File: src/rtl/assert_macros.svh
// ----------------------------------------------------------------------------
// Assertion macros
// Shared concurrent assertion forms, clocked on clk and disabled in rst.
// ----------------------------------------------------------------------------
`ifndef ASSERT_MACROS_SVH
`define ASSERT_MACROS_SVH

// Same-cycle implication.
`define KFPC_ASSERT(lbl, ante, cons, msg) \
  lbl: assert property (@(posedge clk) disable iff (rst) (ante) |-> (cons)) else $error(msg);

// Next-cycle implication.
`define KFPC_ASSERT_NXT(lbl, ante, cons, msg) \
  lbl: assert property (@(posedge clk) disable iff (rst) (ante) |=> (cons)) else $error(msg);

`endif

File: src/rtl/kfpc_pkg.sv
// ----------------------------------------------------------------------------
// kfpc_pkg
// Types, constants and arithmetic helpers of the Kalman predict/correct block.
// ----------------------------------------------------------------------------
`default_nettype none

package kfpc_pkg;

  localparam int STATE_SIZE_DEF = 2;
  localparam int IDX_W = 1;
  localparam int MEM_AW = 5;
  localparam int MEM_DEPTH = 32;
  localparam int ACC_W = 50;
  localparam int DVD_W = 48;
  localparam int Q_W = 49;
  localparam int PADDR_W = 6;

  localparam logic [MEM_AW-1:0] A_X   = 5'd0;
  localparam logic [MEM_AW-1:0] A_P   = 5'd2;
  localparam logic [MEM_AW-1:0] A_O   = 5'd6;
  localparam logic [MEM_AW-1:0] A_C   = 5'd8;
  localparam logic [MEM_AW-1:0] A_T   = 5'd10;
  localparam logic [MEM_AW-1:0] A_U   = 5'd14;
  localparam logic [MEM_AW-1:0] A_HP  = 5'd18;
  localparam logic [MEM_AW-1:0] A_PHT = 5'd20;
  localparam logic [MEM_AW-1:0] A_K   = 5'd22;
  localparam logic [MEM_AW-1:0] A_HX  = 5'd24;
  localparam logic [MEM_AW-1:0] A_Y   = 5'd25;
  localparam logic [MEM_AW-1:0] A_S   = 5'd26;

  localparam logic signed [31:0] Q_ONE = 32'sh0001_0000;
  localparam logic signed [ACC_W-1:0] SAT_HI = 2147483647;
  localparam logic signed [ACC_W-1:0] SAT_LO = -2147483647 - 1;

  localparam logic [1:0] MODE_PREDICT = 2'd0;
  localparam logic [1:0] MODE_CORRECT = 2'd1;
  localparam logic [1:0] MODE_LOAD    = 2'd2;
  localparam logic [1:0] MODE_UNUSED  = 2'd3;

  localparam logic [2:0] REG_ENABLE  = 3'd0;
  localparam logic [2:0] REG_TRANS0  = 3'd1;
  localparam logic [2:0] REG_TRANS1  = 3'd2;
  localparam logic [2:0] REG_CONTROL = 3'd3;
  localparam logic [2:0] REG_NOISE0  = 3'd4;
  localparam logic [2:0] REG_NOISE1  = 3'd5;
  localparam logic [2:0] REG_OBSERVE = 3'd6;
  localparam logic [2:0] REG_MNOISE  = 3'd7;

  typedef struct packed {
    logic [1:0]         mode;
    logic signed [31:0] control_value;
    logic signed [31:0] measured_value;
    logic signed [31:0] init_state_0;
    logic signed [31:0] init_state_1;
  } in_item_t;

  typedef struct packed {
    logic               accepted;
    logic               divide_fault;
    logic signed [31:0] estimate_0;
    logic signed [31:0] estimate_1;
    logic signed [31:0] open_loop_0;
    logic signed [31:0] open_loop_1;
    logic signed [31:0] corrected_0;
    logic signed [31:0] corrected_1;
  } out_item_t;

  typedef struct packed {
    logic        filter_enable;
    logic [63:0] transition_row_0;
    logic [63:0] transition_row_1;
    logic [63:0] control_column;
    logic [63:0] process_noise_row_0;
    logic [63:0] process_noise_row_1;
    logic [63:0] observation_row;
    logic [30:0] measurement_noise;
  } cfg_t;

  typedef struct packed {
    logic              we;
    logic [MEM_AW-1:0] waddr;
    logic [31:0]       wdata;
    logic [MEM_AW-1:0] raddr_a;
    logic [MEM_AW-1:0] raddr_b;
  } mem_req_t;

  typedef struct packed {
    logic                    start;
    logic signed [DVD_W-1:0] dividend;
    logic [30:0]             divisor;
  } div_req_t;

  typedef enum logic [2:0] {
    ST_IDLE, ST_RD, ST_MUL, ST_ADD, ST_DIV, ST_WR, ST_OUT, ST_DONE
  } state_t;

  typedef enum logic [4:0] {
    PH_P_X, PH_P_XC, PH_P_O, PH_P_OC, PH_P_FP, PH_P_NP,
    PH_C_HP, PH_C_PHT, PH_C_S, PH_C_K, PH_C_HX, PH_C_Y, PH_C_X, PH_C_XC,
    PH_C_M, PH_C_NP, PH_C_PC,
    PH_L_X, PH_L_O, PH_L_C, PH_END
  } phase_t;

  typedef enum logic [1:0] {EK_VEC, EK_MAT, EK_SCL} elem_kind_t;

  function automatic logic signed [31:0] half(input logic [63:0] w, input logic sel);
    return sel ? w[63:32] : w[31:0];
  endfunction

  function automatic logic signed [31:0] sat32(input logic signed [ACC_W-1:0] v);
    if (v > SAT_HI) begin
      return 32'sh7fff_ffff;
    end else if (v < SAT_LO) begin
      return 32'sh8000_0000;
    end
    return v[31:0];
  endfunction

  function automatic logic signed [ACC_W-1:0] round_q16(input logic signed [63:0] p);
    logic signed [63:0] t;
    t = p + 64'sd32768;
    return ACC_W'(t >>> 16);
  endfunction

  function automatic phase_t next_phase(input phase_t ph);
    case (ph)
      PH_P_X:   return PH_P_XC;
      PH_P_XC:  return PH_P_O;
      PH_P_O:   return PH_P_OC;
      PH_P_OC:  return PH_P_FP;
      PH_P_FP:  return PH_P_NP;
      PH_C_HP:  return PH_C_PHT;
      PH_C_PHT: return PH_C_S;
      PH_C_S:   return PH_C_K;
      PH_C_K:   return PH_C_HX;
      PH_C_HX:  return PH_C_Y;
      PH_C_Y:   return PH_C_X;
      PH_C_X:   return PH_C_XC;
      PH_C_XC:  return PH_C_M;
      PH_C_M:   return PH_C_NP;
      PH_C_NP:  return PH_C_PC;
      PH_L_X:   return PH_L_O;
      PH_L_O:   return PH_L_C;
      default:  return PH_END;
    endcase
  endfunction

  function automatic elem_kind_t elem_kind(input phase_t ph);
    case (ph)
      PH_P_FP, PH_P_NP, PH_C_M, PH_C_NP, PH_C_PC: return EK_MAT;
      PH_C_S, PH_C_HX, PH_C_Y:                    return EK_SCL;
      default:                                    return EK_VEC;
    endcase
  endfunction

  function automatic logic [1:0] term_last(input phase_t ph, input logic [1:0] n);
    case (ph)
      PH_P_X, PH_P_O:                   return n;
      PH_C_Y, PH_C_X, PH_C_M:           return 2'd1;
      PH_P_XC, PH_P_OC, PH_C_K, PH_C_XC, PH_C_PC,
      PH_L_X, PH_L_O, PH_L_C:           return 2'd0;
      default:                          return n - 2'd1;
    endcase
  endfunction

endpackage

`default_nettype wire

File: src/rtl/kfpc_mem.sv
// ----------------------------------------------------------------------------
// kfpc_mem
// State and scratch memory: one write port, two registered read ports.
// Entries never written since reset read as zero.
// ----------------------------------------------------------------------------
`default_nettype none

module kfpc_mem (
  input  logic               clk,
  input  logic               rst,
  input  kfpc_pkg::mem_req_t req,
  output logic [31:0]        rdata_a,
  output logic [31:0]        rdata_b
);

  logic [31:0]                     mem [kfpc_pkg::MEM_DEPTH];
  logic [kfpc_pkg::MEM_DEPTH-1:0] vld;
  logic [31:0]                     rd_a;
  logic [31:0]                     rd_b;
  logic                            rv_a;
  logic                            rv_b;

  always_ff @(posedge clk) begin
    if (req.we) begin
      mem[req.waddr] <= req.wdata;
    end
    rd_a <= mem[req.raddr_a];
    rd_b <= mem[req.raddr_b];
  end

  always_ff @(posedge clk) begin
    if (rst) begin
      vld  <= '0;
      rv_a <= 1'b0;
      rv_b <= 1'b0;
    end else begin
      if (req.we) begin
        vld[req.waddr] <= 1'b1;
      end
      rv_a <= vld[req.raddr_a];
      rv_b <= vld[req.raddr_b];
    end
  end

  assign rdata_a = rv_a ? rd_a : '0;
  assign rdata_b = rv_b ? rd_b : '0;

endmodule

`default_nettype wire

File: config.mk
export PLATFORM = sky130hd
export DESIGN_NAME = kfpc_mem
export DESIGN_NICKNAME = d
export VERILOG_FILES = /design/src/rtl/assert_macros.svh /design/src/rtl/kfpc_pkg.sv /design/src/rtl/kfpc_mem.sv
export SDC_FILE = /design/constraint.sdc
export NUM_CORES = 1
export LEC_CHECK = 0
export BUFFER_PORTS_ARGS = -buffer_cell sky130_fd_sc_hd__buf_2
export CAP_MARGIN = 20
export CORE_ASPECT_RATIO = 0.75
export CORE_MARGIN = 4
export CORE_UTILIZATION = 65
export DETAILED_ROUTE_END_ITERATION = 6
export PLACE_DENSITY = 0.83
export SLEW_MARGIN = 0
export SYNTH_ARGS = -nofsm -noshare
export SYNTH_HDL_FRONTEND = slang
export SYNTH_SLANG_ARGS = --single-unit
File: constraint.sdc
create_clock -name clk -period 6.1 [get_ports clk]
set_input_delay 1.22 -clock clk [delete_from_list [all_inputs] [get_ports clk]]
set_output_delay 1.22 -clock clk [all_outputs]
set_load 0.01 [all_outputs]
==> metrics, run 1 <==
# resized after CTS=0; Filler cells=4,127; CP cell instances=and2_1, buf_2; critical path arrival=2.46 ns; full die area=81,500 sq um; CTS Sinks=1,122; wire per inst=40.1 um; pin count of the biggest net entering global routing=106; fin nets=2,386; initial antenna violation count=9; Placed Area=52,100 sq um; Fin Setup TNS=0 ns; Inserted Clock Buffers=102; Crit path max-delay family=flip-flops; Critical Path RT=4.88 ns; core box area=75,800 sq um; CP max stage delay=1.11 ns; IO Port Bufs=113; register area share after synthesis=65.4%; htree depth=3; Adder-Cell Fraction of Synth Area=0%; post-synthesis cell type count=26; Crit Path Category=flip-flop to output pin; clock buffer depth=3; RD Place Congestion=0.827; ys flop type=edfxtp_1; area grow syn2layout=10.8%; relative slew slack=22.0%; Final Hold Vio Count=0; Synth top cells by count=1,024 x edfxtp_1, 652 x mux4_2, 98 x dfxtp_1, 98 x nor2_1, 70 x clkbuf_1; first-pass GRT wire length=200,000 um; hold_sp=vld[6]; global-route usage over all layers=35.1%; HPWL after DPL=73,800 um; ratio of final minimum period to clock period=60.3%; xor/xnor cell area share of the yosys netlist=0%; worst hold stages=2; top-area cell type share of the netlist area=61.4%; setup violators final=0; critical path endpoint category=output pin; max-slew violations=0; placed insts=3,255; TritonCTS clock tree=yes; Yosys reg bits=1,122; CP max FO=32; vias per inst=7.74; Starting Density=66.1%; Synth warnings=0; vias in the first global route=27.9k; Final ANT Viol Nets=0; hold_buf cts=0; die width=328 um; via count=26.7k; Max Clk Rate=272 MHz; WHS=0.501 ns; reg-to-reg endpoint=rd_b[31]; WHS Endpoint=vld[6]; Avg Inst Size Synth=22.6 sq um; slowest cell on the critical path=dfxtp_2; initial DRC count=4,494; Worst Setup Start Kind=flip-flop; Die Height=248 um; leak pwr=17.5 nW; cell area power density=295 nW/um^2; post-CTS setup buffer count=0; Top Ports=114; Tot Pwr=16.3 mW; final setup margin=2.42 ns; number of max-cap violations=0; post-synthesis compound-gate area fraction=0.140%; Mapped Nets=2,266; clock skew=0.0317 ns; largest family of logic cells by synthesized area=multiplexers; worst vdd ir=0.000300 V; fin area=55,400 sq um; final WL=138,000 um; dpl ws=1.95 ns; Post-synth EDFFs=1,024; Non-Filler Instances=3,453; RSZ-0062 raised after global routing=false; total global routing overflow=0; leading area contributor after synthesis=edfxtp_1; buffers and inverters on the worst path=1; simple-gate share of the synthesized area=1.88%; DR pass1 iterations=6; HP Class=flip-flop to flip-flop; fraction of final layout cells sized beyond drive strength 1=45.2%; worst reg2reg path startpoint=mem[28][31]; Synth area leaders=edfxtp_1 61%, mux4_2 29%, dfxtp_1 3.9%; outcome=complete, no violations; Util after Layout=73.2%; minimum clock period=3.68 ns; post-synthesis mux area share=31.0%; later-pin clock latency in the skew report=0.69 ns; top-count cell post-synth=edfxtp_1; Reg clk slew, reported paths=0.06 ns; Worst R2R Path Depth=3; Root Buffer=clkbuf_16; drc violations=0; Synth async-reset ratio=0%; Least-Margin Pin Slew=1.17 ns; # rows=87; synthesized area=50,000 sq um; Mapped Cells=2,216; R2R setup slack=4.21 ns
## registers in the layout, summed over array words and instances (netlist names)
signal  count
rv_a        1
rv_b        1
rd_a       32
rd_b       32
vld        32
mem      1024
## tightest hold or removal path, delay by kind of cell (launching register included)
family           cells  cell delay (ns)
AND/OR/NAND/NOR      2             0.12
flip-flops           1             0.34
## logic make-up after synthesis
| group | count (synthesis) |
|---|---|
| buffers and inverters | 170 |
| muxes | 728 |
| DFF | 1122 |
| and+or+nand+nor | 188 |
| AOI/OAI and AO/OA | 8 |
## cell type report
type,count,area [sq um],area share (%)
Sequential cell,1122,32700,59.0
Multi-Input combinational cell,924,16800,30.3
Clock buffer,144,2900,5.24
Timing Repair Buffer,185,1300,2.34
Tap cell,1023,1280,2.31
Clock inverter,48,444,0.801
Antenna cell,6,15.0,0.0271
Inverter,1,3.75,0.00677
## layer usage
metal	up-vias	track usage, %	wire length [um]
met5	-	0	32
met4	4	13.4	6300
met3	413	9.33	19500
met2	2361	53.6	65200
met1	13970	50.1	47400
li1	9962	-	-
## report_power, final
| group | internal, mW | leakage, nW | switching, mW |
|---|---|---|---|
| Clock | 3.62 | 1.64 | 2.85 |
| Combinational | 0.605 | 5.82 | 0.647 |
| Sequential | 8.53 | 10.0 | 0.0957 |
## worst max-delay path by stage
stage / start / cells past startpoint / end
2_1_floorplan: req[42] / 3 / mem[12][0]
3_3_place_gp: req[5] / 5 / rd_a[3]
3_5_place_dp: req[5] / 5 / rd_a[2]
4_1_cts: rv_a / 2 / rdata_a[26]
5_1_grt: rv_a / 2 / rdata_a[26]
6_report: rv_a / 2 / rdata_a[26]
## placed cells by master, fill, tap and decap left out, drive strengths merged, types with 2 or more instances in the layout
cell and instances:
a2111oi 4, and2 65, buf 185, bufinv 7, clkbuf 144, clkinv 36, clkinvlp 3, dfxtp 98
diode 6, edfxtp 1024, inv 3, mux2 68, mux2i 8, mux4 652, nand2 3, nand3 3
nand3b 7, nor2 98, nor2b 4, nor3b 2, o21a 2, or3b 4
(Power assumes the default switching activity.)
==> inputs of run 2 (changes only) <==
Settings changed: CORE_UTILIZATION 65 to 57, PLACE_DENSITY 0.83 to 0.78.
Clock period 6.1 ns to 3.3 ns, I/O delays scaled along.
==> metrics, run 2 (synthesis results as in run 1) <==
Inserted Clock Buffers=101 (was 102); # rows=93 (was 87); clock skew=0.0187 ns (was 0.0317 ns); worst vdd ir=0.000470 V (was 0.000300 V); DR pass1 iterations=5 (was 6); wire per inst=37.7 um (was 40.1 um); core box area=86,500 sq um (was 75,800 sq um); Final Hold Vio Count=0 (unchanged); global-route usage over all layers=30.2% (was 35.1%); fin nets=2,454 (was 2,386); Non-Filler Instances=3,632 (was 3,453); worst reg2reg path startpoint=mem[19][26] (was mem[28][31]); Most flops, register=mem (unchanged); Top Ports=114 (unchanged); post-CTS setup buffer count=0 (unchanged); placed insts=3,441 (was 3,255); hold_sp=req[18] (was vld[6]); max-slew violations=0 (unchanged); most common cell after layout, fill and taps aside=edfxtp_1 (unchanged); full die area=92,700 sq um (was 81,500 sq um); WHS Endpoint=mem[26][8] (was vld[6]); WHS=0.474 ns (was 0.501 ns); setup violators final=0 (unchanged); total global routing overflow=0 (unchanged); R2R setup slack=1.37 ns (was 4.21 ns); cell area power density=537 nW/um^2 (was 295 nW/um^2); Die Height=265 um (was 248 um); RD Place Congestion=0.821 (was 0.827); worst hold stages=1 (was 2); Placed Area=53,300 sq um (was 52,100 sq um); CP max FO=16 (was 32); vias per inst=7.30 (was 7.74); area grow syn2layout=13.2% (was 10.8%); most frequent cells in the layout=1,024 x edfxtp_1, 652 x mux4_2, 105 x buf_2 (was 1,024 x edfxtp_1, 652 x mux4_2, 105 x clkbuf_16, 105 x buf_2, 96 x dfxtp_1); critical path arrival=2.11 ns (was 2.46 ns); Filler cells=5,380 (was 4,127); RSZ-0062 raised after global routing=false (unchanged); vias in the first global route=27.4k (was 27.9k); ratio of final minimum period to clock period=84.1%; outcome=complete, no violations (unchanged); CP startpoint=rv_b (was rv_a); Worst R2R Path Depth=3 (unchanged); Tot Pwr=30.4 mW (was 16.3 mW); max reg flops=1,024 (unchanged); Final ANT Viol Nets=0 (unchanged); leak pwr=18.0 nW (was 17.5 nW); Fin Setup TNS=0 ns (unchanged); final WL=137,000 um (was 138,000 um); Max Clk Rate=360 MHz; initial antenna violation count=11 (was 9); number of max-cap violations=0 (unchanged); critical path endpoint category=output pin (unchanged); IO Port Bufs=113 (unchanged); pin count of the biggest net entering global routing=56 (was 106); Critical Path RT=2.64 ns (was 4.88 ns); Starting Density=57.9% (was 66.1%); fin area=56,700 sq um (was 55,400 sq um); later-pin clock latency in the skew report=0.68 ns (was 0.69 ns); Crit Path Category=flip-flop to output pin (unchanged); via count=26.5k (was 26.7k); HPWL after DPL=77,900 um (was 73,800 um); Root Buffer=clkbuf_16 (unchanged); clock buffer depth=3 (unchanged); htree depth=3 (unchanged); initial DRC count=3,729 (was 4,494); hold_buf cts=0 (unchanged); HP Class=primary input to flip-flop (was flip-flop to flip-flop); # resized after CTS=0 (unchanged); Least-Margin Pin Slew=0.802 ns (was 1.17 ns); reg-to-reg endpoint=rd_b[26] (was rd_b[31]); drc violations=0 (unchanged); Reg clk slew, reported paths=0.07 ns (was 0.06 ns); die width=350 um (was 328 um); TritonCTS clock tree=yes (unchanged); CTS Sinks=1,122 (unchanged); fraction of final layout cells sized beyond drive strength 1=46.9% (was 45.2%); relative slew slack=46.5% (was 22.0%); minimum clock period=2.77 ns; first-pass GRT wire length=198,000 um (was 200,000 um); Worst Setup Start Kind=flip-flop (unchanged)
## run 2: cell types whose count changed in the layout (fill, tap and decap cells not counted), moves of 2 or more
cell,previous run,this run
buf_12,9,53
buf_4,64,90
bufinv_16,7,10
clkbuf_16,105,103
clkinv_1,13,7
clkinv_2,19,16
diode_2,6,3
inv_6,2,4
## run 2: how the worst max path moves through the flow
stage / end / cells past startpoint
after floorplan: mem[12][0] / 3
after global placement: rv_a / 6
after detailed placement: rd_b[20] / 6
after CTS: rdata_b[2] / 3
after global routing: rdata_b[2] / 3
final: rdata_b[2] / 3
## run 2: final cells by class
type                    count  area [sq um]  area share (%)
diodes                      3          7.51          0.0132
clock buffers             142          2850            5.04
clock inverters            46           531           0.936
inverters                   1          3.75         0.00662
multi-input cells         924         16800            29.6
flip-flops and latches   1122         32700            57.7
well taps                1140          1430            2.52
repair buffers            254          2340            4.14
## run 2: layer usage
metal | GRT usage [%] | vias to the layer above | wire, um
li1 | - | 10121 | -
met1 | 45.0 | 14066 | 50300
met2 | 45.8 | 2007 | 64500
met3 | 6.54 | 328 | 17100
met4 | 9.98 | 4 | 5060
met5 | 0 | - | 28
## run 2: critical path: stages, from the launching register on
cell and delay (ns):
dfxtp_2 0.62, buf_4 0.41, and2_1 0.25, buf_2 0.15
## run 2: through the flow
stage / util (%) / setup slack, ns
floorplan: - / 0.174
global placement: 61.6 / 0.445
detailed placement: 61.6 / 0.432
CTS: 65.5 / 0.547
global route: 65.5 / 0.545
finish: 65.5 / 0.526
## run 2: power by group
part           switching (mW)  internal (mW)
sequential              0.172           15.8
clock                    5.22           6.84
combinational            1.21           1.21
