**src/rtl/assert_macros.svh**
```systemverilog
// ----------------------------------------------------------------------------
// Assertion macros
// Shared concurrent assertion forms, clocked on clk and disabled in rst.
// ----------------------------------------------------------------------------
`ifndef ASSERT_MACROS_SVH
`define ASSERT_MACROS_SVH

// Same-cycle implication.
`define KFPC_ASSERT(lbl, ante, cons, msg) \
  lbl: assert property (@(posedge clk) disable iff (rst) (ante) |-> (cons)) else $error(msg);

// Next-cycle implication.
`define KFPC_ASSERT_NXT(lbl, ante, cons, msg) \
  lbl: assert property (@(posedge clk) disable iff (rst) (ante) |=> (cons)) else $error(msg);

`endif

```
**src/rtl/kfpc_pkg.sv**
```systemverilog
// ----------------------------------------------------------------------------
// kfpc_pkg
// Types, constants and arithmetic helpers of the Kalman predict/correct block.
// ----------------------------------------------------------------------------
`default_nettype none

package kfpc_pkg;

  localparam int STATE_SIZE_DEF = 2;
  localparam int IDX_W = 1;
  localparam int MEM_AW = 5;
  localparam int MEM_DEPTH = 32;
  localparam int ACC_W = 50;
  localparam int DVD_W = 48;
  localparam int Q_W = 49;
  localparam int PADDR_W = 6;

  localparam logic [MEM_AW-1:0] A_X   = 5'd0;
  localparam logic [MEM_AW-1:0] A_P   = 5'd2;
  localparam logic [MEM_AW-1:0] A_O   = 5'd6;
  localparam logic [MEM_AW-1:0] A_C   = 5'd8;
  localparam logic [MEM_AW-1:0] A_T   = 5'd10;
  localparam logic [MEM_AW-1:0] A_U   = 5'd14;
  localparam logic [MEM_AW-1:0] A_HP  = 5'd18;
  localparam logic [MEM_AW-1:0] A_PHT = 5'd20;
  localparam logic [MEM_AW-1:0] A_K   = 5'd22;
  localparam logic [MEM_AW-1:0] A_HX  = 5'd24;
  localparam logic [MEM_AW-1:0] A_Y   = 5'd25;
  localparam logic [MEM_AW-1:0] A_S   = 5'd26;

  localparam logic signed [31:0] Q_ONE = 32'sh0001_0000;
  localparam logic signed [ACC_W-1:0] SAT_HI = 2147483647;
  localparam logic signed [ACC_W-1:0] SAT_LO = -2147483647 - 1;

  localparam logic [1:0] MODE_PREDICT = 2'd0;
  localparam logic [1:0] MODE_CORRECT = 2'd1;
  localparam logic [1:0] MODE_LOAD    = 2'd2;
  localparam logic [1:0] MODE_UNUSED  = 2'd3;

  localparam logic [2:0] REG_ENABLE  = 3'd0;
  localparam logic [2:0] REG_TRANS0  = 3'd1;
  localparam logic [2:0] REG_TRANS1  = 3'd2;
  localparam logic [2:0] REG_CONTROL = 3'd3;
  localparam logic [2:0] REG_NOISE0  = 3'd4;
  localparam logic [2:0] REG_NOISE1  = 3'd5;
  localparam logic [2:0] REG_OBSERVE = 3'd6;
  localparam logic [2:0] REG_MNOISE  = 3'd7;

  typedef struct packed {
    logic [1:0]         mode;
    logic signed [31:0] control_value;
    logic signed [31:0] measured_value;
    logic signed [31:0] init_state_0;
    logic signed [31:0] init_state_1;
  } in_item_t;

  typedef struct packed {
    logic               accepted;
    logic               divide_fault;
    logic signed [31:0] estimate_0;
    logic signed [31:0] estimate_1;
    logic signed [31:0] open_loop_0;
    logic signed [31:0] open_loop_1;
    logic signed [31:0] corrected_0;
    logic signed [31:0] corrected_1;
  } out_item_t;

  typedef struct packed {
    logic        filter_enable;
    logic [63:0] transition_row_0;
    logic [63:0] transition_row_1;
    logic [63:0] control_column;
    logic [63:0] process_noise_row_0;
    logic [63:0] process_noise_row_1;
    logic [63:0] observation_row;
    logic [30:0] measurement_noise;
  } cfg_t;

  typedef struct packed {
    logic              we;
    logic [MEM_AW-1:0] waddr;
    logic [31:0]       wdata;
    logic [MEM_AW-1:0] raddr_a;
    logic [MEM_AW-1:0] raddr_b;
  } mem_req_t;

  typedef struct packed {
    logic                    start;
    logic signed [DVD_W-1:0] dividend;
    logic [30:0]             divisor;
  } div_req_t;

  typedef enum logic [2:0] {
    ST_IDLE, ST_RD, ST_MUL, ST_ADD, ST_DIV, ST_WR, ST_OUT, ST_DONE
  } state_t;

  typedef enum logic [4:0] {
    PH_P_X, PH_P_XC, PH_P_O, PH_P_OC, PH_P_FP, PH_P_NP,
    PH_C_HP, PH_C_PHT, PH_C_S, PH_C_K, PH_C_HX, PH_C_Y, PH_C_X, PH_C_XC,
    PH_C_M, PH_C_NP, PH_C_PC,
    PH_L_X, PH_L_O, PH_L_C, PH_END
  } phase_t;

  typedef enum logic [1:0] {EK_VEC, EK_MAT, EK_SCL} elem_kind_t;

  function automatic logic signed [31:0] half(input logic [63:0] w, input logic sel);
    return sel ? w[63:32] : w[31:0];
  endfunction

  function automatic logic signed [31:0] sat32(input logic signed [ACC_W-1:0] v);
    if (v > SAT_HI) begin
      return 32'sh7fff_ffff;
    end else if (v < SAT_LO) begin
      return 32'sh8000_0000;
    end
    return v[31:0];
  endfunction

  function automatic logic signed [ACC_W-1:0] round_q16(input logic signed [63:0] p);
    logic signed [63:0] t;
    t = p + 64'sd32768;
    return ACC_W'(t >>> 16);
  endfunction

  function automatic phase_t next_phase(input phase_t ph);
    case (ph)
      PH_P_X:   return PH_P_XC;
      PH_P_XC:  return PH_P_O;
      PH_P_O:   return PH_P_OC;
      PH_P_OC:  return PH_P_FP;
      PH_P_FP:  return PH_P_NP;
      PH_C_HP:  return PH_C_PHT;
      PH_C_PHT: return PH_C_S;
      PH_C_S:   return PH_C_K;
      PH_C_K:   return PH_C_HX;
      PH_C_HX:  return PH_C_Y;
      PH_C_Y:   return PH_C_X;
      PH_C_X:   return PH_C_XC;
      PH_C_XC:  return PH_C_M;
      PH_C_M:   return PH_C_NP;
      PH_C_NP:  return PH_C_PC;
      PH_L_X:   return PH_L_O;
      PH_L_O:   return PH_L_C;
      default:  return PH_END;
    endcase
  endfunction

  function automatic elem_kind_t elem_kind(input phase_t ph);
    case (ph)
      PH_P_FP, PH_P_NP, PH_C_M, PH_C_NP, PH_C_PC: return EK_MAT;
      PH_C_S, PH_C_HX, PH_C_Y:                    return EK_SCL;
      default:                                    return EK_VEC;
    endcase
  endfunction

  function automatic logic [1:0] term_last(input phase_t ph, input logic [1:0] n);
    case (ph)
      PH_P_X, PH_P_O:                   return n;
      PH_C_Y, PH_C_X, PH_C_M:           return 2'd1;
      PH_P_XC, PH_P_OC, PH_C_K, PH_C_XC, PH_C_PC,
      PH_L_X, PH_L_O, PH_L_C:           return 2'd0;
      default:                          return n - 2'd1;
    endcase
  endfunction

endpackage

`default_nettype wire

```
**src/rtl/kfpc_regs.sv**
```systemverilog
// ----------------------------------------------------------------------------
// kfpc_regs
// Configuration register file behind the APB-style port.
// ----------------------------------------------------------------------------
`default_nettype none

module kfpc_regs (
  input  logic                         clk,
  input  logic                         rst,
  input  logic                         psel,
  input  logic                         penable,
  input  logic                         pwrite,
  input  logic [kfpc_pkg::PADDR_W-1:0] paddr,
  input  logic [63:0]                  pwdata,
  output logic [63:0]                  prdata,
  output logic                         pready,
  output kfpc_pkg::cfg_t               cfg
);

  logic       wr;
  logic [2:0] idx;

  assign pready = 1'b1;
  assign wr     = psel && penable && pwrite;
  assign idx    = paddr[kfpc_pkg::PADDR_W-1:3];

  always_ff @(posedge clk) begin
    if (rst) begin
      cfg.filter_enable       <= 1'b0;
      cfg.transition_row_0    <= 64'h0000_0000_0001_0000;
      cfg.transition_row_1    <= 64'h0001_0000_0000_0000;
      cfg.control_column      <= '0;
      cfg.process_noise_row_0 <= '0;
      cfg.process_noise_row_1 <= '0;
      cfg.observation_row     <= '0;
      cfg.measurement_noise   <= '0;
    end else if (wr) begin
      case (idx)
        kfpc_pkg::REG_ENABLE:  cfg.filter_enable       <= pwdata[0];
        kfpc_pkg::REG_TRANS0:  cfg.transition_row_0    <= pwdata;
        kfpc_pkg::REG_TRANS1:  cfg.transition_row_1    <= pwdata;
        kfpc_pkg::REG_CONTROL: cfg.control_column      <= pwdata;
        kfpc_pkg::REG_NOISE0:  cfg.process_noise_row_0 <= pwdata;
        kfpc_pkg::REG_NOISE1:  cfg.process_noise_row_1 <= pwdata;
        kfpc_pkg::REG_OBSERVE: cfg.observation_row     <= pwdata;
        kfpc_pkg::REG_MNOISE:  cfg.measurement_noise   <= pwdata[30:0];
        default: ;
      endcase
    end
  end

  always_comb begin
    case (idx)
      kfpc_pkg::REG_ENABLE:  prdata = {63'b0, cfg.filter_enable};
      kfpc_pkg::REG_TRANS0:  prdata = cfg.transition_row_0;
      kfpc_pkg::REG_TRANS1:  prdata = cfg.transition_row_1;
      kfpc_pkg::REG_CONTROL: prdata = cfg.control_column;
      kfpc_pkg::REG_NOISE0:  prdata = cfg.process_noise_row_0;
      kfpc_pkg::REG_NOISE1:  prdata = cfg.process_noise_row_1;
      kfpc_pkg::REG_OBSERVE: prdata = cfg.observation_row;
      kfpc_pkg::REG_MNOISE:  prdata = {33'b0, cfg.measurement_noise};
      default:               prdata = '0;
    endcase
  end

endmodule

`default_nettype wire

```
**config.mk**
```make
export PLATFORM = sky130hd
export DESIGN_NAME = kfpc_regs
export DESIGN_NICKNAME = d
export VERILOG_FILES = /design/src/rtl/assert_macros.svh /design/src/rtl/kfpc_pkg.sv /design/src/rtl/kfpc_regs.sv
export SDC_FILE = /design/constraint.sdc
export NUM_CORES = 1
export LEC_CHECK = 0
export BUFFER_PORTS_ARGS = -buffer_cell sky130_fd_sc_hd__buf_4
export CAP_MARGIN = 20
export CORE_MARGIN = 3
export CORE_UTILIZATION = 28
export CTS_BUF_LIST = sky130_fd_sc_hd__clkbuf_2 sky130_fd_sc_hd__clkbuf_4 sky130_fd_sc_hd__clkbuf_8
export DETAILED_ROUTE_END_ITERATION = 7
export PLACE_DENSITY_LB_ADDON = 0.15
export SYNTH_ARGS = -nofsm -noshare
export SYNTH_HDL_FRONTEND = slang
export SYNTH_SLANG_ARGS = --single-unit
```
**constraint.sdc**
```tcl
create_clock -name clk -period 3 [get_ports clk]
set_clock_uncertainty 0.05 [all_clocks]
set_input_delay 0.75 -clock clk [delete_from_list [all_inputs] [get_ports clk]]
set_output_delay 0.75 -clock clk [all_outputs]
set_load 0.02 [all_outputs]
```
==> flow_metrics.tcl, run 1 <==
set metrics [dict create \
    remaining_drc_errors 0 \
    final_net_count 2895 \
    hp-class "input port to flip-flop" \
    syn_to_final_growth_pct 42.1 \
    max-cap-violations 0 \
    clkSlewWorstSetupHoldPaths_ns 0.06 \
    worst_pin_slew_ns 0.657 \
    status "finished, final reports clean" \
    drtPass1Iterations 5 \
    post-synth-top-count-cell "sky130_fd_sc_hd__nand2_1" \
    synth.area.top_cells "sky130_fd_sc_hd__dfxtp_1 (47%), sky130_fd_sc_hd__nand2_1 (18%), sky130_fd_sc_hd__a21oi_1 (14%), sky130_fd_sc_hd__mux2_2 (4.6%), sky130_fd_sc_hd__mux2i_1 (3.2%)" \
    area.sequential_sq_um 8330 \
    worst_r2r_path_depth 2 \
    top_fanout_value_on_the_critical_path 13 \
    largest_register_ff_count 416 \
    globalRoute.totalOverflow 0 \
    post_route_cells_drive_above_1_share 0.315 \
    regMostFlops "cfg" \
    synth.distinct_cells 37 \
    num_io_pins 556 \
    via_count 18800 \
    cts_htree_levels 3 \
    antenna_found_initial 9 \
    setup_viol_count_final 0 \
    netlist.top_cell.by_area "sky130_fd_sc_hd__dfxtp_1" \
    wl_per_cell_microns 23.0 \
    synthesis.nets 2344 \
    tritoncts "done" \
    track_usage 0.246 \
    grt_setup_unrepaired "yes" \
    total_leakage_power_nw 10.1 \
    global_route_wire_length_before_repair_microns 123000 \
    cp.required_ns 2.20 \
    number_of_cells_produced_by_synthesis 2269 \
    total_design_power_mw 12.5 \
    r2r_setup_slack_ns 2.18 \
    powerDensity_nw_per_um2 496 \
    ys_warn_count 0 \
    grt_max_degree 75 \
    cts_max_path_buffers 3 \
    multi_input_area_sq_um 8670 \
    routed_wirelength_microns 85500 \
    whs_path_depth 3 \
    gpl_wtd_cong 0.874 \
    asyncSetResetFlopFracSynth 0 \
    starting_drc_count_in_detailed_routing 1399 \
    clock-sinks 416 \
    period_share 0.989 \
    cts.root.buffer_cell "sky130_fd_sc_hd__clkbuf_8" \
    die_height_microns 258 \
    postLayoutCoreUtil 0.405 \
    worstSkewPairLatency_ns 0.66 \
    end_kind "output port" \
    floorplan_core_area_sq_um 62200 \
    period_needed_ns 2.97 \
    number_of_max_slew_violations_in_the_final_report 0 \
    cts_buffers 78 \
    synth-seq-area-share 0.470 \
    synthFlopType "sky130_fd_sc_hd__dfxtp_1" \
    reg_top3 "cfg x416" \
    synthTopCellsByCount "sky130_fd_sc_hd__nand2_1 (859), sky130_fd_sc_hd__a21oi_1 (486), sky130_fd_sc_hd__dfxtp_1 (416)" \
    vias_in_the_first_global_route 18400 \
    irDropWorstVdd_v 0.000289 \
    ant_nets 0 \
    synth-edff-count 0 \
    initial_core_utilization 0.285 \
    post_drt_via_cell_ratio 5.04 \
    report.final.hold_viol_count 0 \
    relSlewSlack 0.562 \
    timing.critical_path.arrival_ns 2.17 \
    post_cts_hold_buffer_count 0 \
    fp-row-count 91 \
    detail_placement_hpwl_microns 57800 \
    yosys_register_bits 416 \
    synthesis.area_per_instance_sq_um 7.82 \
    syn_std_cell_area_sq_um 17700 \
    synth_largest_type_area_fraction 0.470 \
    fmax_mhz 337 \
    die_ar_sq_um 66400 \
    place.port_buffers 551 \
    worstSetupPathType "input port to output port" \
    die_width_microns 258 \
    fill_cells 6395 \
    startpoint_type "input port" \
]
[area by class of cell]
cell class | instances | area share
Antenna cell | 6 | 0.000596
Timing Repair Buffer | 660 | 0.217
Inverter | 5 | 0.000745
Clock inverter | 9 | 0.00238
Clock buffer | 129 | 0.0630
Sequential cell | 416 | 0.330
Multi-Input combinational cell | 1659 | 0.344
Tap cell | 837 | 0.0415
[worst max-delay path, stage by stage]
cell,delay [ns]
sky130_fd_sc_hd__buf_8,0.16
sky130_fd_sc_hd__buf_12,0.17
sky130_fd_sc_hd__mux2_2,0.36
sky130_fd_sc_hd__a221oi_2,0.30
sky130_fd_sc_hd__a21oi_1,0.07
sky130_fd_sc_hd__a21o_1,0.17
sky130_fd_sc_hd__buf_4,0.15
[path summary, 6_finish.rpt]
kind              start         to
min reg2reg    cfg[286]   cfg[286]
min          pwdata[48]   cfg[335]
max            paddr[3]  prdata[6]
max reg2reg    cfg[287]   cfg[287]
[report_power, final]
group	internal [mW]	switching, mW
logic	0.397	0.686
clock network	3.33	2.48
registers	5.57	0.0386
[layout by cell type (no fill, tap or decap), types with 2 or more instances in the layout]
cell type                    Yosys  final
sky130_fd_sc_hd__a221oi_1       41     32
sky130_fd_sc_hd__o221ai_1       22     20
sky130_fd_sc_hd__diode_2         0      6
sky130_fd_sc_hd__clkbuf_4        0     30
sky130_fd_sc_hd__a22o_1         18     18
sky130_fd_sc_hd__buf_6           2      4
sky130_fd_sc_hd__buf_8           0      2
sky130_fd_sc_hd__o21ai_0         2      2
sky130_fd_sc_hd__mux4_2          4      4
sky130_fd_sc_hd__nor2b_4         0      5
sky130_fd_sc_hd__o221ai_2        0      2
sky130_fd_sc_hd__nand3b_1        2      2
sky130_fd_sc_hd__clkbuf_8        0     99
sky130_fd_sc_hd__a21o_1          9      9
sky130_fd_sc_hd__clkinv_2        0      4
sky130_fd_sc_hd__a221oi_2        0      9
sky130_fd_sc_hd__clkinvlp_4      0      3
sky130_fd_sc_hd__nand2_4         0      4
sky130_fd_sc_hd__a21oi_1       486    486
sky130_fd_sc_hd__buf_12          0     38
sky130_fd_sc_hd__nor2_1         32     31
sky130_fd_sc_hd__dfxtp_1       416    416
sky130_fd_sc_hd__nand2b_1        5      5
sky130_fd_sc_hd__inv_1           5      5
sky130_fd_sc_hd__nand2_1       859    855
sky130_fd_sc_hd__nor2_4          4      6
sky130_fd_sc_hd__mux2_2         72     72
sky130_fd_sc_hd__a22oi_1        26     26
sky130_fd_sc_hd__buf_4          11    615
sky130_fd_sc_hd__mux2i_1        56     56
[kinds of logic after synthesis]
logic type	share of synthesized area
AO/OA/AOI/OAI	0.194
buffers and inverters	0.0510
other	0.000211
AND/OR/NAND/NOR	0.203
flip-flops	0.470
multiplexers	0.0824
[repair_timing]
item / CTS / global route
setup buffers: 0 / 10
pin swaps: 0 / 0
endpoints found under the setup margin: 2 / 26
gates cloned: 0 / 0
resized for setup: 2 / 13
[metrics by stage]
stage	worst slack, ns	TNS [ns]	cell area (sq um)	hold WS, ns	std cells
after global routing	-0.000867	-0.000867	25200	0.276	3720
final	0.0345	0	25200	0.306	3721
after global placement	-0.0187	-0.0189	23400	0.406	3567
after floorplan	0.105	0	17700	0.492	2269
after CTS	0.00653	0	25000	0.245	3705
after detailed placement	-0.0175	-0.0175	23400	0.413	3567
[metal layers]
metal	up-vias	routed length, microns	track usage
met5	-	15	0
met4	2	3050	0.0974
met3	155	7310	0.0718
met2	828	39900	0.399
met1	8972	35200	0.306
li1	8795	-	-
Note: power is estimated with default switching activity, not from simulation.
==> inputs of run 2 (changes only) <==
SETUP_SLACK_MARGIN = 0.05   (was not set)
==> run 2 against run 1 <==
Against the previous run: critical path depth did not move; combinational power barely moved; first-iteration DRC count fell by 7.5%; count of clock-buffer cells in the layout did not move; die area did not move; critical endpoint is now prdata[26]; largest cell class unchanged; largest power group unchanged; highest routed layer unchanged.
==> flow_metrics.tcl, run 2 (synthesis gave the netlist of run 1 again) <==
set metrics [dict create \
    status "finished, final reports clean" \
    hold_path_origin "pwdata[48]" \
    routed_wirelength_microns 86300 \
    largest_register_ff_count 416 \
    period_share 0.985 \
    floorplan_core_area_sq_um 62200 \
    detail_placement_hpwl_microns 57800 \
    switching_share 0.257 \
    internal_power_mw 9.31 \
    crit-reg2reg-launch "cfg[287]" \
    num_io_pins 556 \
    power.share.sequential 0.448 \
    powerDensity_nw_per_um2 493 \
    cts.root.buffer_cell "sky130_fd_sc_hd__clkbuf_8" \
    switching_power_mw 3.21 \
    placed_cells 3567 \
    cts_max_path_buffers 3 \
    timing.hold.worst_endpoint "cfg[335]" \
    startpoint_type "input port" \
    grt_setup_unrepaired "yes" \
    post_route_cells_drive_above_1_share 0.319 \
    antenna_found_initial 8 \
    pwr-share-clk 0.463 \
    timing.rr.end "cfg[287]" \
    clkSlewWorstSetupHoldPaths_ns 0.06 \
    max-cap-violations 0 \
    die_ar_sq_um 66400 \
    remaining_drc_errors 0 \
    via_count 18900 \
    number_of_max_slew_violations_in_the_final_report 0 \
    cts_htree_levels 3 \
    vias_in_the_first_global_route 18400 \
    cts_buffers 78 \
    drtPass1Iterations 5 \
    post_drt_via_cell_ratio 5.06 \
    r2r_setup_slack_ns 2.18 \
    starting_drc_count_in_detailed_routing 1294 \
    cp.required_ns 2.20 \
    total_leakage_power_nw 10.1 \
    fmax_mhz 338 \
    wl_per_cell_microns 23.1 \
    tritoncts "done" \
    mostFrequentLayoutCells "sky130_fd_sc_hd__nand2_1 (855), sky130_fd_sc_hd__buf_4 (620), sky130_fd_sc_hd__a21oi_1 (486)" \
    hp-class "input port to flip-flop" \
    end_kind "output port" \
    ant_nets 0 \
    worst_pin_slew_ns 0.658 \
    die_height_microns 258 \
    track_usage 0.246 \
    period_needed_ns 2.96 \
    gpl_wtd_cong 0.874 \
    regMostFlops "cfg" \
    post-place-ws_ns -0.0175 \
    fp-row-count 91 \
    worstSetupPathType "input port to output port" \
    irDropWorstVdd_v 0.000290 \
    fill_cells 6378 \
    final_net_count 2903 \
    initial_core_utilization 0.285 \
    top_fanout_value_on_the_critical_path 19 \
    die_width_microns 258 \
    total_design_power_mw 12.5 \
    grt_max_degree 75 \
    whs_path_depth 3 \
    report.final.hold_viol_count 0 \
    worstSkewPairLatency_ns 0.67 \
    place.port_buffers 551 \
    postLayoutCoreUtil 0.408 \
    relSlewSlack 0.561 \
    worst_r2r_path_depth 2 \
    timing.critical_path.arrival_ns 2.16 \
    syn_to_final_growth_pct 43.1 \
    clock-sinks 416 \
    layout_commonest_cell "sky130_fd_sc_hd__nand2_1" \
    globalRoute.totalOverflow 0 \
    global_route_wire_length_before_repair_microns 123000 \
    layout.cells.non_filler 3730 \
    setup_viol_count_final 0 \
    reg_top3 "cfg x416" \
    final_critical_path_setup_slack_ns 0.0444 \
    combPwrFrac 0.089 \
]
[run 2: cell types whose count changed in the layout (fill, tap and decap cells not counted)]
cell,previous run,this run
sky130_fd_sc_hd__buf_4,615,620
sky130_fd_sc_hd__clkbuf_16,0,3
sky130_fd_sc_hd__buf_12,38,39
sky130_fd_sc_hd__buf_6,4,3
sky130_fd_sc_hd__a221oi_4,0,2
sky130_fd_sc_hd__diode_2,6,7
sky130_fd_sc_hd__a221oi_1,32,28
sky130_fd_sc_hd__a221oi_2,9,11
[run 2: worst max-delay path by stage]
stage	to	slack, ns	startpoint
finish	prdata[26]	0.04	paddr[4]
CTS	prdata[42]	0.05	paddr[3]
floorplan	prdata[38]	0.10	paddr[3]
global placement	prdata[6]	-0.02	paddr[3]
global route	prdata[58]	0.002	paddr[5]
detailed placement	prdata[6]	-0.02	paddr[3]
[run 2: power by group through the flow]
stage               Clock, mW  Sequential (mW)  Combinational [mW]
global route             6.17             5.61                1.17
floorplan                   0             5.76               0.429
finish                   5.80             5.61                1.11
detailed placement          0             5.73                1.06
global placement            0             5.72                1.06
CTS                      5.94             5.61                1.07
[run 2: timing repair]
action | in CTS | in global routing
endpoints found under the setup margin | 12 | 37
setup buffers | 5 | 10
resized for setup | 6 | 17
cloned | 0 | 3
hold buffers | 0 | 0
[run 2: layout make-up]
type	instances	area, sq um	area share
Tap cell	837	1050	0.0413
Sequential cell	416	8330	0.328
Clock buffer	129	1590	0.0626
Multi-Input combinational cell	1659	8720	0.344
Clock inverter	9	60.1	0.00237
Timing Repair Buffer	668	5600	0.221
Antenna cell	7	17.5	0.000690
Inverter	5	18.8	0.000740
[run 2: per-layer routing]
| metal | GRT usage | vias up | routed length [microns] |
|---|---|---|---|
| met5 | 0 | - | 15 |
| met4 | 0.0979 | 2 | 3100 |
| met3 | 0.0717 | 164 | 7630 |
| met2 | 0.399 | 881 | 40300 |
| met1 | 0.307 | 9036 | 35300 |
| li1 | - | 8806 | - |
[run 2: critical path, cell delays in order]
cell and delay, ns:
sky130_fd_sc_hd__buf_8 0.18, sky130_fd_sc_hd__buf_12 0.21, sky130_fd_sc_hd__mux2_2 0.36, sky130_fd_sc_hd__a22o_1 0.18
sky130_fd_sc_hd__nand2_1 0.12, sky130_fd_sc_hd__o221ai_1 0.15, sky130_fd_sc_hd__buf_4 0.19
[run 2: through the flow]
| step | instance area, sq um | hold WS, ns | setup TNS [ns] |
|---|---|---|---|
| 2_1_floorplan | 17700 | 0.492 | 0 |
| 3_3_place_gp | 23400 | 0.406 | -0.0189 |
| 3_5_place_dp | 23400 | 0.413 | -0.0175 |
| 4_1_cts | 25100 | 0.245 | 0 |
| 5_1_grt | 25400 | 0.276 | 0 |
| 6_report | 25400 | 0.304 | 0 |
